==> src/hw/rtl/pmcc_pkg.sv <==
// Shared types and constants of the planar map canonical code core
`default_nettype none

package pmcc_pkg;

   localparam int NODE_W = 6;
   localparam int ARC_W  = 2;
   localparam int ARCS   = 4;
   localparam int CSR_IDX_W  = 2;
   localparam int CSR_DATA_W = 6;

   localparam logic [CSR_IDX_W-1:0] CSR_USE_REFLECTION = 2'd0;
   localparam logic [CSR_IDX_W-1:0] CSR_TIGHT_MODE     = 2'd1;
   localparam logic [CSR_IDX_W-1:0] CSR_NODE_COUNT     = 2'd2;

   localparam logic KIND_LOAD = 1'b0;
   localparam logic KIND_RUN  = 1'b1;

   typedef enum logic [3:0] {
      ST_IDLE,
      ST_INIT,
      ST_PRE,
      ST_SRC,
      ST_OFF,
      ST_ADJ,
      ST_NB,
      ST_CMP,
      ST_TRY_END,
      ST_OUT_RD,
      ST_OUT_CAP,
      ST_OUT_WAIT
   } state_type;

   // Commands from the controller to the datapath
   typedef struct packed {
      logic load_wr;
      logic run_start;
      logic try_init;
      logic pre_rd;
      logic src_sel;
      logic off_load;
      logic adj_rd;
      logic nb_step;
      logic cmp_step;
      logic try_end;
      logic out_rd;
      logic rsp_set;
      logic rsp_clr;
      logic row_next;
   } cmd_type;

   // Status from the datapath to the controller
   typedef struct packed {
      logic worse;
      logic arc_last;
      logic lab_last;
      logic search_done;
   } status_type;

endpackage

`default_nettype wire

==> src/hw/rtl/pmcc_ctrl.sv <==
// Controller state machine of the canonical code core
`default_nettype none

module pmcc_ctrl (
   input  wire logic                clock,
   input  wire logic                reset,
   input  wire logic                req_valid,
   input  wire logic                req_kind,
   input  wire logic                rsp_stall,
   input  wire pmcc_pkg::status_type status,
   output logic                     req_stall,
   output pmcc_pkg::cmd_type        cmd
);

   pmcc_pkg::state_type state_ff, state_in;

   // State register
   always_ff @(posedge clock) begin
      if (reset) begin
         state_ff <= pmcc_pkg::ST_IDLE;
      end else begin
         state_ff <= state_in;
      end
   end

   // Next state and commands
   always_comb begin
      state_in  = state_ff;
      cmd       = '0;
      req_stall = (state_ff != pmcc_pkg::ST_IDLE);
      unique case (state_ff)
         pmcc_pkg::ST_IDLE: begin
            if (req_valid) begin
               if (req_kind == pmcc_pkg::KIND_RUN) begin
                  cmd.run_start = 1'b1;
                  state_in      = pmcc_pkg::ST_INIT;
               end else begin
                  cmd.load_wr = 1'b1;
               end
            end
         end
         pmcc_pkg::ST_INIT: begin
            cmd.try_init = 1'b1;
            state_in     = pmcc_pkg::ST_PRE;
         end
         pmcc_pkg::ST_PRE: begin
            cmd.pre_rd = 1'b1;
            state_in   = pmcc_pkg::ST_SRC;
         end
         pmcc_pkg::ST_SRC: begin
            cmd.src_sel = 1'b1;
            state_in    = pmcc_pkg::ST_OFF;
         end
         pmcc_pkg::ST_OFF: begin
            cmd.off_load = 1'b1;
            state_in     = pmcc_pkg::ST_ADJ;
         end
         pmcc_pkg::ST_ADJ: begin
            cmd.adj_rd = 1'b1;
            state_in   = pmcc_pkg::ST_NB;
         end
         pmcc_pkg::ST_NB: begin
            cmd.nb_step = 1'b1;
            state_in    = pmcc_pkg::ST_CMP;
         end
         pmcc_pkg::ST_CMP: begin
            // drop the try as soon as it loses
            if (status.worse) begin
               state_in = pmcc_pkg::ST_TRY_END;
            end else begin
               cmd.cmp_step = 1'b1;
               if (!status.arc_last) begin
                  state_in = pmcc_pkg::ST_ADJ;
               end else if (status.lab_last) begin
                  state_in = pmcc_pkg::ST_TRY_END;
               end else begin
                  state_in = pmcc_pkg::ST_PRE;
               end
            end
         end
         pmcc_pkg::ST_TRY_END: begin
            cmd.try_end = 1'b1;
            state_in = status.search_done ? pmcc_pkg::ST_OUT_RD : pmcc_pkg::ST_INIT;
         end
         pmcc_pkg::ST_OUT_RD: begin
            cmd.out_rd = 1'b1;
            if (status.arc_last) begin
               state_in = pmcc_pkg::ST_OUT_CAP;
            end
         end
         pmcc_pkg::ST_OUT_CAP: begin
            cmd.rsp_set = 1'b1;
            state_in    = pmcc_pkg::ST_OUT_WAIT;
         end
         pmcc_pkg::ST_OUT_WAIT: begin
            if (!rsp_stall) begin
               cmd.rsp_clr = 1'b1;
               if (status.lab_last) begin
                  state_in = pmcc_pkg::ST_IDLE;
               end else begin
                  cmd.row_next = 1'b1;
                  state_in     = pmcc_pkg::ST_OUT_RD;
               end
            end
         end
         default: begin
            state_in = pmcc_pkg::ST_IDLE;
         end
      endcase
   end

endmodule

`default_nettype wire

==> src/hw/rtl/pmcc_dp.sv <==
// Datapath of the canonical code core: tables, labeling and code compare
`default_nettype none

module pmcc_dp #(
   parameter int MAX_NODES = 52
) (
   input  wire logic                                clock,
   input  wire logic                                reset,
   input  wire pmcc_pkg::cmd_type                   cmd,
   output pmcc_pkg::status_type                     status,
   input  wire logic                                csr_write_enable,
   input  wire logic [pmcc_pkg::CSR_IDX_W-1:0]      csr_index,
   input  wire logic [pmcc_pkg::CSR_DATA_W-1:0]     csr_write_data,
   input  wire logic [pmcc_pkg::NODE_W-1:0]         req_node_index,
   input  wire logic [pmcc_pkg::ARC_W-1:0]          req_arc_index,
   input  wire logic [pmcc_pkg::NODE_W-1:0]         req_neighbor_node,
   input  wire logic [pmcc_pkg::ARC_W-1:0]          req_neighbor_arc,
   output logic                                     rsp_valid,
   output logic [pmcc_pkg::NODE_W-1:0]              rsp_row_index,
   output logic [pmcc_pkg::NODE_W-1:0]              rsp_nbr0,
   output logic [pmcc_pkg::NODE_W-1:0]              rsp_nbr1,
   output logic [pmcc_pkg::NODE_W-1:0]              rsp_nbr2,
   output logic [pmcc_pkg::NODE_W-1:0]              rsp_nbr3,
   output logic                                     rsp_first_omitted,
   output logic                                     rsp_last
);

   localparam int NW   = pmcc_pkg::NODE_W;
   localparam int AW   = pmcc_pkg::ARC_W;
   localparam int ENT  = MAX_NODES * pmcc_pkg::ARCS;
   localparam int NAW  = (MAX_NODES > 1) ? $clog2(MAX_NODES) : 1;
   localparam int EAW  = $clog2(ENT);
   localparam logic [NW-1:0] MAX_N = NW'(MAX_NODES);

   // configuration
   logic          use_refl_ff, tight_ff;
   logic [NW-1:0] node_count_ff;
   logic [NW-1:0] n_eff, n_last;

   // search counters and try state
   logic          refl_ff;
   logic [NW-1:0] start_ff, lab_ff, next_label_ff, src_ff, nb_ff;
   logic [AW-1:0] off0_ff, arc_ff, off_ff, na_ff;
   logic          better_ff, best_valid_ff;
   logic [MAX_NODES-1:0] mapped_ff;

   // memories and read data
   logic [2*NW-1:0] unused_pad;
   logic [NW+AW-1:0] adj_mem [ENT];
   logic [NW-1:0]    lab_mem [MAX_NODES];
   logic [NW-1:0]    pre_mem [MAX_NODES];
   logic [AW-1:0]    offs_mem [MAX_NODES];
   logic [NW-1:0]    best_mem [ENT];
   logic [NW+AW-1:0] adj_rd_ff;
   logic [NW-1:0]    lab_rd_ff, pre_rd_ff, best_rd_ff;
   logic [AW-1:0]    offs_rd_ff;

   // output capture
   logic          rd_en_ff;
   logic [AW-1:0] rd_arc_ff;
   logic [NW-1:0] nbr_ff [pmcc_pkg::ARCS];
   logic          rsp_valid_ff, rsp_last_ff;
   logic [NW-1:0] rsp_row_ff;

   // combinational
   logic [NW-1:0]  src_c, nb_raw, nb_c, label_c, cand_c;
   logic [AW-1:0]  idx_c;
   logic [EAW-1:0] ent_addr, adj_rd_addr, adj_wr_addr;
   logic           is_mapped, do_map, better_now, worse_c;

   assign unused_pad = '0;

   // clamp node count into 1..MAX_NODES
   always_comb begin
      priority if (node_count_ff == '0) begin
         n_eff = NW'(1);
      end else if (node_count_ff > MAX_N) begin
         n_eff = MAX_N;
      end else begin
         n_eff = node_count_ff;
      end
   end
   assign n_last = n_eff - NW'(1);

   assign ent_addr    = EAW'({lab_ff, arc_ff});
   assign idx_c       = refl_ff ? (AW'(0) - off_ff - arc_ff) : (arc_ff - off_ff);
   assign adj_rd_addr = EAW'({src_ff, idx_c});
   assign adj_wr_addr = EAW'({req_node_index, req_arc_index});

   // source node of the label being expanded
   assign src_c = (lab_ff < next_label_ff && pre_rd_ff < n_eff) ? pre_rd_ff : '0;

   // neighbor node, clamped into the graph
   assign nb_raw = adj_rd_ff[NW+AW-1:AW];
   assign nb_c   = (nb_raw >= n_eff) ? n_last : nb_raw;

   // label of the neighbor and the candidate code symbol
   assign is_mapped = mapped_ff[NAW'(nb_ff)];
   assign do_map    = !is_mapped && (next_label_ff < MAX_N);
   always_comb begin
      priority if (is_mapped) begin
         label_c = lab_rd_ff;
      end else if (do_map) begin
         label_c = next_label_ff;
      end else begin
         label_c = '0;
      end
   end
   assign cand_c     = (tight_ff && arc_ff == '0) ? '0 : label_c;
   assign better_now = better_ff || (cand_c < best_rd_ff);
   assign worse_c    = !better_ff && (cand_c > best_rd_ff);

   assign status.worse       = worse_c;
   assign status.arc_last    = (arc_ff == AW'(pmcc_pkg::ARCS - 1));
   assign status.lab_last    = (lab_ff == n_last);
   assign status.search_done = (off0_ff == AW'(pmcc_pkg::ARCS - 1)) &&
                               (start_ff == n_last) && (refl_ff || !use_refl_ff);

   // configuration registers
   always_ff @(posedge clock) begin
      if (reset) begin
         use_refl_ff   <= 1'b0;
         tight_ff      <= 1'b0;
         node_count_ff <= NW'(1);
      end else if (csr_write_enable) begin
         priority case (csr_index)
            pmcc_pkg::CSR_USE_REFLECTION: use_refl_ff   <= csr_write_data[0];
            pmcc_pkg::CSR_TIGHT_MODE:     tight_ff      <= csr_write_data[0];
            pmcc_pkg::CSR_NODE_COUNT:     node_count_ff <= csr_write_data;
            default: ;
         endcase
      end
   end

   // adjacency table
   always_ff @(posedge clock) begin
      if (cmd.load_wr && req_node_index < MAX_N) begin
         adj_mem[adj_wr_addr] <= {req_neighbor_node, req_neighbor_arc};
      end
      if (cmd.adj_rd) begin
         adj_rd_ff <= adj_mem[adj_rd_addr];
      end
   end

   // image label table
   always_ff @(posedge clock) begin
      if (cmd.try_init) begin
         lab_mem[NAW'(start_ff)] <= '0;
      end else if (cmd.cmp_step && do_map) begin
         lab_mem[NAW'(nb_ff)] <= next_label_ff;
      end
      if (cmd.nb_step) begin
         lab_rd_ff <= lab_mem[NAW'(nb_c)];
      end
   end

   // preimage table
   always_ff @(posedge clock) begin
      if (cmd.try_init) begin
         pre_mem[0] <= start_ff;
      end else if (cmd.cmp_step && do_map) begin
         pre_mem[NAW'(next_label_ff)] <= nb_ff;
      end
      if (cmd.pre_rd) begin
         pre_rd_ff <= pre_mem[NAW'(lab_ff)];
      end
   end

   // arc offset table
   always_ff @(posedge clock) begin
      if (cmd.try_init) begin
         offs_mem[NAW'(start_ff)] <= AW'(0) - off0_ff;
      end else if (cmd.cmp_step && do_map) begin
         offs_mem[NAW'(nb_ff)] <= AW'(0) - na_ff;
      end
      if (cmd.src_sel) begin
         offs_rd_ff <= offs_mem[NAW'(src_c)];
      end
   end

   // best code table
   always_ff @(posedge clock) begin
      if (cmd.cmp_step && better_now) begin
         best_mem[ent_addr] <= cand_c;
      end
      if (cmd.nb_step || cmd.out_rd) begin
         best_rd_ff <= best_mem[ent_addr];
      end
   end

   // search counters and try bookkeeping
   always_ff @(posedge clock) begin
      if (reset) begin
         best_valid_ff <= 1'b0;
         better_ff     <= 1'b0;
         next_label_ff <= NW'(1);
         refl_ff       <= 1'b0;
         start_ff      <= '0;
         off0_ff       <= '0;
         lab_ff        <= '0;
         arc_ff        <= '0;
         mapped_ff     <= '0;
      end else begin
         if (cmd.run_start) begin
            best_valid_ff <= 1'b0;
            refl_ff       <= 1'b0;
            start_ff      <= '0;
            off0_ff       <= '0;
         end
         if (cmd.try_init) begin
            // only the start node is mapped at the beginning of a try
            mapped_ff     <= MAX_NODES'(1) << NAW'(start_ff);
            next_label_ff <= NW'(1);
            better_ff     <= !best_valid_ff;
            lab_ff        <= '0;
            arc_ff        <= '0;
         end
         if (cmd.cmp_step) begin
            better_ff <= better_now;
            if (do_map) begin
               mapped_ff[NAW'(nb_ff)] <= 1'b1;
               next_label_ff <= next_label_ff + NW'(1);
            end
            arc_ff <= arc_ff + AW'(1);
            if (arc_ff == AW'(pmcc_pkg::ARCS - 1)) begin
               lab_ff <= lab_ff + NW'(1);
            end
         end
         if (cmd.try_end) begin
            if (better_ff) begin
               best_valid_ff <= 1'b1;
            end
            off0_ff <= off0_ff + AW'(1);
            if (off0_ff == AW'(pmcc_pkg::ARCS - 1)) begin
               if (start_ff == n_last) begin
                  start_ff <= '0;
                  refl_ff  <= 1'b1;
               end else begin
                  start_ff <= start_ff + NW'(1);
               end
            end
            lab_ff <= '0;
            arc_ff <= '0;
         end
         if (cmd.out_rd) begin
            arc_ff <= arc_ff + AW'(1);
         end
         if (cmd.row_next) begin
            lab_ff <= lab_ff + NW'(1);
         end
      end
   end

   // source node and its arc offset
   always_ff @(posedge clock) begin
      if (cmd.src_sel) begin
         src_ff <= src_c;
      end
      if (cmd.off_load) begin
         off_ff <= mapped_ff[NAW'(src_ff)] ? offs_rd_ff : '0;
      end else if (cmd.cmp_step && do_map && nb_ff == src_ff) begin
         off_ff <= AW'(0) - na_ff;
      end
      if (cmd.nb_step) begin
         nb_ff <= nb_c;
         na_ff <= adj_rd_ff[AW-1:0];
      end
   end

   // gather one output row
   always_ff @(posedge clock) begin
      if (reset) begin
         rd_en_ff     <= 1'b0;
         rsp_valid_ff <= 1'b0;
      end else begin
         rd_en_ff <= cmd.out_rd;
         if (cmd.rsp_set) begin
            rsp_valid_ff <= 1'b1;
         end else if (cmd.rsp_clr) begin
            rsp_valid_ff <= 1'b0;
         end
      end
   end

   always_ff @(posedge clock) begin
      rd_arc_ff <= arc_ff;
      if (rd_en_ff) begin
         nbr_ff[rd_arc_ff] <= best_rd_ff;
      end
      if (cmd.rsp_set) begin
         rsp_row_ff  <= lab_ff;
         rsp_last_ff <= (lab_ff == n_last);
      end
   end

   assign rsp_valid         = rsp_valid_ff | (|unused_pad);
   assign rsp_row_index     = rsp_row_ff;
   assign rsp_nbr0          = nbr_ff[0];
   assign rsp_nbr1          = nbr_ff[1];
   assign rsp_nbr2          = nbr_ff[2];
   assign rsp_nbr3          = nbr_ff[3];
   assign rsp_first_omitted = tight_ff;
   assign rsp_last          = rsp_last_ff;

endmodule

`default_nettype wire

==> src/hw/rtl/planar_map_canonical_code_core.sv <==
// Top level of the planar map canonical code core
//
// Usage:
//  - Requests come on req_* with valid/stall. A load request (kind 0) writes one
//    adjacency entry and yields no result; the next request may follow on the
//    next cycle.
//  - A run request (kind 1) searches every start node and start arc, plus mirror
//    orientations when use_reflection is set. Each try stops early once it loses
//    to the best code. The search walks the label and code tables one arc at a
//    time.
//  - Then N rows come on rsp_* in label order; the last row carries rsp_last.
//    While a run or its rows are pending, req_stall is high.
//  - A stalled row holds its value until taken.
//  - csr_* writes use_reflection, tight_mode and node_count; write only when idle.
//  - Reset clears the controller and the configuration (node_count becomes 1);
//    the adjacency table holds no defined value until loaded.
`default_nettype none

module planar_map_canonical_code_core #(
   parameter int MAX_NODES = 52
) (
   input  wire logic                            clock,
   input  wire logic                            reset,
   input  wire logic                            req_valid,
   output logic                                 req_stall,
   input  wire logic                            req_kind,
   input  wire logic [pmcc_pkg::NODE_W-1:0]     req_node_index,
   input  wire logic [pmcc_pkg::ARC_W-1:0]      req_arc_index,
   input  wire logic [pmcc_pkg::NODE_W-1:0]     req_neighbor_node,
   input  wire logic [pmcc_pkg::ARC_W-1:0]      req_neighbor_arc,
   output logic                                 rsp_valid,
   input  wire logic                            rsp_stall,
   output logic [pmcc_pkg::NODE_W-1:0]          rsp_row_index,
   output logic [pmcc_pkg::NODE_W-1:0]          rsp_nbr0,
   output logic [pmcc_pkg::NODE_W-1:0]          rsp_nbr1,
   output logic [pmcc_pkg::NODE_W-1:0]          rsp_nbr2,
   output logic [pmcc_pkg::NODE_W-1:0]          rsp_nbr3,
   output logic                                 rsp_first_omitted,
   output logic                                 rsp_last,
   input  wire logic                            csr_write_enable,
   input  wire logic [pmcc_pkg::CSR_IDX_W-1:0]  csr_index,
   input  wire logic [pmcc_pkg::CSR_DATA_W-1:0] csr_write_data
);

   pmcc_pkg::cmd_type    cmd;
   pmcc_pkg::status_type status;

   pmcc_ctrl u_ctrl (
      .clock     (clock),
      .reset     (reset),
      .req_valid (req_valid),
      .req_kind  (req_kind),
      .rsp_stall (rsp_stall),
      .status    (status),
      .req_stall (req_stall),
      .cmd       (cmd)
   );

   pmcc_dp #(
      .MAX_NODES (MAX_NODES)
   ) u_dp (
      .clock             (clock),
      .reset             (reset),
      .cmd               (cmd),
      .status            (status),
      .csr_write_enable  (csr_write_enable),
      .csr_index         (csr_index),
      .csr_write_data    (csr_write_data),
      .req_node_index    (req_node_index),
      .req_arc_index     (req_arc_index),
      .req_neighbor_node (req_neighbor_node),
      .req_neighbor_arc  (req_neighbor_arc),
      .rsp_valid         (rsp_valid),
      .rsp_row_index     (rsp_row_index),
      .rsp_nbr0          (rsp_nbr0),
      .rsp_nbr1          (rsp_nbr1),
      .rsp_nbr2          (rsp_nbr2),
      .rsp_nbr3          (rsp_nbr3),
      .rsp_first_omitted (rsp_first_omitted),
      .rsp_last          (rsp_last)
   );

endmodule

`default_nettype wire

==> config.mk <==
export PLATFORM = sky130hd
export DESIGN_NAME = planar_map_canonical_code_core
export DESIGN_NICKNAME = d
export VERILOG_FILES = /design/src/hw/rtl/pmcc_pkg.sv /design/src/hw/rtl/pmcc_ctrl.sv /design/src/hw/rtl/pmcc_dp.sv /design/src/hw/rtl/planar_map_canonical_code_core.sv
export SDC_FILE = /design/constraint.sdc
export NUM_CORES = 2
export LEC_CHECK = 0
export BUFFER_PORTS_ARGS = -buffer_cell sky130_fd_sc_hd__buf_2
export CORE_MARGIN = 1.5
export CORE_UTILIZATION = 40
export CTS_BUF_LIST = sky130_fd_sc_hd__clkbuf_16
export CTS_CLUSTER_DIAMETER = 200
export DETAILED_ROUTE_END_ITERATION = 10
export HOLD_SLACK_MARGIN = 0.1
export PLACE_DENSITY_LB_ADDON = 0.08
export SLEW_MARGIN = 5
export SYNTH_ARGS = -nofsm -noshare
export SYNTH_HDL_FRONTEND = slang
export SYNTH_SLANG_ARGS = --single-unit
==> constraint.sdc <==
create_clock -name clock -period 19.2 [get_ports clock]
set_input_delay 1.92 -clock clock [delete_from_list [all_inputs] [get_ports clock]]
set_output_delay 1.92 -clock clock [all_outputs]
set_load 0.01 [all_outputs]
* After elaboration in Yosys (flattened, before gate mapping) *
Memories as Yosys holds them, arrays and structs flattened. A register that Yosys moved wholly into a read port is not among the register bits.
Index checks and enable logic that the tools add are counted.

word-level totals
  flip-flop bits (word level) = 116
  RAM bits = 3664
  bits of input ports = 30
  output and inout port bits = 34
  logic and storage cells = 207
  memories = 6

memory list
  memory         words  bits a word  read ports  clocked after Yosys merged registers in  write ports  RTL line       RTL
  u_dp.adj_mem   208    8            1           1                                        1            pmcc_dp.sv:49  logic [NW+AW-1:0] adj_mem [ENT];
  u_dp.best_mem  208    6            1           1                                        1            pmcc_dp.sv:53  logic [NW-1:0] best_mem [ENT];
  u_dp.lab_mem   52     6            1           1                                        1            pmcc_dp.sv:50  logic [NW-1:0] lab_mem [MAX_NODES];
  u_dp.pre_mem   52     6            1           1                                        1            pmcc_dp.sv:51  logic [NW-1:0] pre_mem [MAX_NODES];
  u_dp.offs_mem  52     2            1           1                                        1            pmcc_dp.sv:52  logic [AW-1:0] offs_mem [MAX_NODES];
  u_dp.nbr_ff    4      6            4           0                                        1            pmcc_dp.sv:61  logic [NW-1:0] nbr_ff [pmcc_pkg::ARCS];

cells by class
  $add $sub $neg = 11
  $lt $le $gt $ge = 11
  eq/ne operators = 22
  shifts and indexed selects = 1
  multiplexer cells = 98
  bitwise logic cells = 1
  reduce and logical (&&, ||, !) cells = 35

operators by type and width
  cell                                                                   number
  52-bit 2-to-1 mux                                                      4
  6-bit 2-to-1 mux                                                       24
  52-bit bitwise OR                                                      1
  1-bit by 6-bit << shifter with 52-bit output, first input constant     1
  4-bit case mux with 12 select lines                                    1
  1-bit 2-to-1 mux                                                       42
  4-bit 2-to-1 mux                                                       9
  2-bit 2-to-1 mux                                                       15
  6-bit by 1-bit adder with 6-bit output, second input constant          3
  6-bit == test                                                          3
  6-bit < comparator                                                     3
  4-bit by 3-bit == test with 1-bit output, second input constant        4
  4-bit == test, second input constant                                   4
  6-bit by 7-bit < comparator with 1-bit output, second input constant   2
  1-bit binary-select mux with 6-bit select                              2
  6-bit < comparator, second input constant                              2
  6-bit OR reduction                                                     2
  1-bit logical AND                                                      11
  4-bit by 2-bit == test with 1-bit output, second input constant        2
  2-bit nonzero test                                                     4
  4-bit nonzero test                                                     2
  1-bit demux with 6-bit select                                          1
  2-bit == test, second input constant                                   3
  6-bit by 1-bit >= comparator with 1-bit output, second input constant  1
  19 further kinds                                                       33

* Logic depth before layout (Yosys ltp) *
  word-level depth = 17
  gate-level depth with buffers = 25
  gate-level depth less buffers = 19

* Cells and area by module *
Synthesis repeated with hierarchy kept, for this count alone.

unflattened totals
  cells, all modules = 8975
  area, all modules = 151336.4 um^2

by module, submodules not included
  module     instances  cells an instance  area each (um^2)  sequential area each (um^2)
  pmcc_dp    1          8913               150898.5          113338.7
  pmcc_ctrl  1          62                 437.9             80.1

* Worst setup path after synthesis *
Ideal clock, no wire load.

  path type = reg-to-reg
  from = reg u_dp.arc_ff[0]
  to = mem u_dp.offs_mem[0][1] in the netlist's numbering (data pin)
  setup time = 609 ps
  arrival = 13087 ps
  required time = 18591 ps
  setup slack = 5505 ps
  cell stages (with the launch flop) = 22
  buffers on the path = 10
  period minus slack after synthesis = 13695 ps
  cells stage by stage = dfxtp_1 > buf_2 > buf_2 > buf_2 > buf_2 > buf_2 > buf_2 > inv_1 > ha_1 > and2_0 > a21oi_1 > ha_1 > a21o_1 > a221oi_1 > a311oi_1 > or2_2 > clkbuf_1 > or3b_1 > buf_2 > buf_6 > clkbuf_1 > o21ai_0

on the way
  word-level cells in the longest chain between the ends = 13

ends and longest elaborated chain
  item                                    RTL line         RTL
  from (decl)                             pmcc_dp.sv:43    logic [AW-1:0] off0_ff, arc_ff, off_ff, na_ff;
  from (signal assigned)                  pmcc_dp.sv:224   arc_ff <= arc_ff + AW'(1);
  from (signal assigned)                  pmcc_dp.sv:246   arc_ff <= arc_ff + AW'(1);
  2-bit logical NOT                       pmcc_dp.sv:109   assign cand_c = (tight_ff && arc_ff == '0) ? '0 : label_c;
  1-bit logical AND                       pmcc_dp.sv:109
  6-bit 2-to-1 mux                        pmcc_dp.sv:109
  named net u_dp.cand_c[1]                pmcc_dp.sv:66    logic [NW-1:0] src_c, nb_raw, nb_c, label_c, cand_c;
  6-bit > comparator                      pmcc_dp.sv:111   assign worse_c = !better_ff && (cand_c > best_rd_ff);
  1-bit logical AND                       pmcc_dp.sv:111
  1-bit 2-to-1 mux                        pmcc_ctrl.sv:68  if (status.worse) begin
  1-bit 2-to-1 mux                        pmcc_ctrl.sv:31  unique case (state_ff)
  1-bit logical AND                       pmcc_dp.sv:173   end else if (cmd.cmp_step && do_map) begin
  1-bit 2-to-1 mux                        pmcc_dp.sv:173
  1-bit 2-to-1 mux                        pmcc_dp.sv:171   if (cmd.try_init) begin
  1-bit 2-to-1 mux (not written as such)  pmcc_dp.sv:174   offs_mem[NAW'(nb_ff)] <= AW'(0) - na_ff;
  2-bit OR reduction (no line)            -
  2-bit 2-to-1 mux (no line)              -
  to (decl)                               pmcc_dp.sv:52

The timed path passes the listed nets, and every way through them passes these cells.

* Worst setup path in the final report *
  from = reg u_dp.nb_ff[2]
  to = mem u_dp.pre_mem[35][3] in the netlist's numbering, enable pin

on the way
  word-level cells in the longest chain between the ends = 17
  elaborated cells on any way between the ends = 18
  those cells by class = 1 x order compare; 12 x mux; 5 x reduce/logical

ends and longest elaborated chain
  item                                                            RTL line         RTL
  from (decl)                                                     pmcc_dp.sv:42    logic [NW-1:0] start_ff, lab_ff, next_label_ff, src_ff, nb_ff;
  from (signal assigned)                                          pmcc_dp.sv:265   nb_ff <= nb_c;
  1-bit binary-select mux with 6-bit select (*)                   pmcc_dp.sv:98    assign is_mapped = mapped_ff[NAW'(nb_ff)];
  1-bit 2-to-1 mux (not written as such) (*)                      pmcc_dp.sv:98
  1-bit logical NOT                                               pmcc_dp.sv:99    assign do_map = !is_mapped && (next_label_ff < MAX_N);
  1-bit logical AND                                               pmcc_dp.sv:99
  6-bit 2-to-1 mux                                                pmcc_dp.sv:103   end else if (do_map) begin
  6-bit 2-to-1 mux (*)                                            pmcc_dp.sv:101   priority if (is_mapped) begin
  6-bit 2-to-1 mux (*)                                            pmcc_dp.sv:109
  named net u_dp.cand_c[4]                                        pmcc_dp.sv:66
  (+2 left out)                                                   -
  1-bit 2-to-1 mux (*)                                            pmcc_ctrl.sv:68
  1-bit 2-to-1 mux (*)                                            pmcc_ctrl.sv:31
  1-bit logical AND (*)                                           pmcc_dp.sv:161   end else if (cmd.cmp_step && do_map) begin
  1-bit 2-to-1 mux (*)                                            pmcc_dp.sv:161
  1-bit 2-to-1 mux (*)                                            pmcc_dp.sv:159   if (cmd.try_init) begin
  1-bit 2-to-1 mux (not written as such) (*)                      pmcc_dp.sv:162   pre_mem[NAW'(next_label_ff)] <= nb_ff;
  6-bit OR reduction (no line)                                    -
  6-bit 2-to-1 mux (no line) or 1-bit 2-to-1 mux (tied branches)  -
  to (decl)                                                       pmcc_dp.sv:51

Mark *: on every way through the listed nets, which the timed path passes. The rest lies on a longest branch. The select of a mux whose other input is x is not followed.

==> impl_metrics.env <==
export IMPL_status="completed"
export IMPL_hold_violations=0
export IMPL_grt_total_usage_pct=23.1
export IMPL_syn2layout_area_growth_pct=12.9
export IMPL_path_cells="nor2_1 -> a221oi_1 -> o21ai_0 -> a222oi_1 -> nand3_1 -> or3b_2 -> a21oi_4 -> buf_12 -> ha_1 -> a21o_1 -> a221oi_1 -> a311oi_1 -> or2_2 -> nor3b_4 -> buf_4 -> nand2_1 -> clkinv_1 -> buf_4 -> nand3_1 -> nor2_1"
export IMPL_syn_area_mm2=0.151
export IMPL_dieArea_mm2=0.382
export IMPL_cp_max_fo=209
export IMPL_skew_ps=76.5
export IMPL_cts_sinks=3808
export IMPL_antenna_found_initial=28
export IMPL_hold_path_class="reg -> reg"
export IMPL_layout_setup_ws_ps=9740
export IMPL_dp_cells=13838
export IMPL_arrival_ps=10040
export IMPL_end_kind="register"
export IMPL_clk_pin_slew_ps=60
export IMPL_maxSlewViolCount=0
export IMPL_clockBufferDepth=4
export IMPL_coreArea_mm2=0.376
export IMPL_die_h_um=618
export IMPL_num_vias=84713
export IMPL_synth_seq_cells=3808
export IMPL_grt_max_degree=210
export IMPL_dp_hpwl_um=267000
export IMPL_postCtsSetupBuffers=0
export IMPL_finalSetupViolations=0
export IMPL_grt_pass1_vias=83305
export IMPL_postSynthAreaPerCell_um2=16.5
export IMPL_final_cells=14593
export IMPL_clk_latency_ps=990
export IMPL_final_common_cell="edfxtp_1"
export IMPL_via_per_inst=5.81
export IMPL_cts_root_buf="clkbuf_16"
export IMPL_cp_required_ps=19770
export IMPL_synth_seq_area_share_pct=74.9
export IMPL_cts_hold_buf=0
export IMPL_synth_edff_count=3715
export IMPL_finalCritPeriodShare_pct=49.3
export IMPL_final_cell_mix="edfxtp_1 (3715), nand2_1 (1412), nor2_1 (633)"
export IMPL_tns_ps=0
export IMPL_worstMarginPinSlew_ps=1360
export IMPL_final_antenna_net_count=0
export IMPL_ys_types=84
export IMPL_finalNetCount=9323
export IMPL_post_cts_resized=0
export IMPL_drc=0
export IMPL_path_class="reg -> reg"
export IMPL_rsz0062_at_grt="no"
export IMPL_leakage_nw=53.8
export IMPL_cts_made_buffers=406
export IMPL_synth_fp_nets=9252
export IMPL_gp_congestion=0.844
export IMPL_syn_instance_count=9181
export IMPL_io_buffers=63
export IMPL_synthArstFlopShare_pct=0
export IMPL_crit_path_start_kind="register"
export IMPL_htree_levels=5
export IMPL_rows=225
export IMPL_wire_per_inst_um=30.7
export IMPL_dp_slack_ps=9740
export IMPL_wl_um=449000
export IMPL_max_freq_ghz=0.106
export IMPL_slowest_delay_ps=1020
export IMPL_initial_core_util_pct=40.3
export IMPL_slew_headroom_pct=8.75
export IMPL_die_x_um=618
export IMPL_period_needed_ps=9460
export IMPL_maxCapViolCount=0
export IMPL_synth_top_flop_cell="edfxtp_1"
export IMPL_final_layout_size_suffix_gt1_share_pct=15.9
export IMPL_pwr_density_cell_mw_per_mm2=100
export IMPL_first_pass_iters=6
export IMPL_grt_pass1_wl_um=637000
export IMPL_cp_slowest_cell="edfxtp_1"
export IMPL_ioPinCount=64
export IMPL_drtIter0Drc=9693
export IMPL_overflow=0
export IMPL_yosys_warnings=0
export IMPL_cts_tree="built"
export IMPL_ir_worst_vdd_mv=0.0763
## sequential cells by signal, summed over array words and instances (netlist names), 8 cells and up
register        cells
u_dp.adj_mem     1664
u_dp.best_mem    1248
u_dp.lab_mem      312
u_dp.pre_mem      312
u_dp.offs_mem     104
u_dp.mapped_ff     52
u_dp.nbr_ff        24
u_dp.adj_rd_ff      8
## area by class of cell
cell class / instances / area (um^2)
flip-flops and latches: 3808 / 113000
clock inverters: 335 / 2900
well taps: 4994 / 6250
repair buffers: 250 / 1920
inverters: 64 / 251
multi-input cells: 4722 / 35800
clock buffers: 414 / 10400
diodes: 6 / 15.0
fillers: 32555 / 205000
## critical path: cells and delay by family, from the launching register on
family / cells / cell delay, ps
AOI/OAI and AO/OA: 7 / 1880
and+or+nand+nor: 8 / 3930
adders and majority gates: 1 / 390
buffers and inverters: 4 / 1770
DFF: 1 / 1020
## through the flow
step / utilization, % / hold slack (ps) / power (mW) / instance area, um^2
after floorplan: - / 368 / 9.35 / 151000
after global placement: 41.9 / 458 / 9.50 / 158000
after detailed placement: 41.9 / 493 / 9.50 / 158000
after CTS: 45.4 / 501 / 17.3 / 171000
after global routing: 45.4 / 527 / 17.6 / 171000
final: 45.4 / 505 / 17.1 / 171000
## cell families (layout without fill, tap and decap cells)
group / Yosys count / after routing / share of synthesized area (%)
adder cells (fa/ha/maj): 41 / 41 / 0.339
XOR/XNOR: 23 / 23 / 0.133
other: 0 / 6 / 0
multiplexers: 843 / 843 / 10.4
flip-flops: 3808 / 3808 / 74.9
buffers and inverters: 651 / 1063 / 1.73
AND/OR/NAND/NOR: 2984 / 2984 / 8.62
AO/OA/AOI/OAI: 831 / 831 / 3.84
## synthesized netlist by cell type (12+ instances only)
cell      instances  area share [%]
edfxtp_1       3715              74
nand2_1        1425             3.5
nor2_1          644             1.6
mux4_2          587             8.7
nand3_1         439             1.5
clkbuf_1        384            0.95
mux2i_1         235             1.6
a31oi_1         157            0.65
a21oi_1         141            0.47
a32oi_1         130            0.75
nand4_1         126            0.52
and3_1          125            0.52
buf_2           121            0.40
a211oi_1         94            0.47
dfxtp_1          93             1.2
o21ai_0          84            0.28
buf_1            79            0.20
inv_1            59            0.15
a22oi_1          49            0.24
ha_1             41            0.34
nor3_1           41            0.14
nor2b_1          31            0.13
nor4_1           25            0.10
and2_1           20           0.083
mux2_2           20            0.15
nand2b_1         19           0.079
a221oi_1         18            0.10
a311oi_1         18            0.10
nand3b_1         17           0.084
o211ai_1         14           0.069
o221ai_1         14           0.081
xnor2_1          14           0.081
o41ai_1          12           0.069
## path summary, 6_finish.rpt
kind | from | endpoint | slack (ps) | cells past startpoint
worst min-delay path | u_dp.off0_ff[1] | u_dp.off0_ff[1] | 500 | 2
worst max register to register | u_dp.nb_ff[2] | u_dp.pre_mem[35][3] | 9740 | 20
worst max-delay path | u_dp.nb_ff[2] | u_dp.pre_mem[35][3] | 9740 | 20
worst min register to register | u_dp.off0_ff[1] | u_dp.off0_ff[1] | 500 | 2
## where the power goes
part	internal, mW	switching, mW	leakage, nW
logic	0.0527	0.206	13.0
clock network	4.49	3.32	6.84
registers	9.06	0.00842	33.9
total	13.6	3.54	53.8
## routing by layer
metal	part of all wire (%)	global-route usage [%]	up-vias
met5	0.0091	0	-
met3	7.1	3.31	536
met2	46	36.1	3478
met4	2.2	5.10	6
met1	44	34.3	44562
li1	-	-	36131
Note: power is estimated with default switching activity, not from simulation.
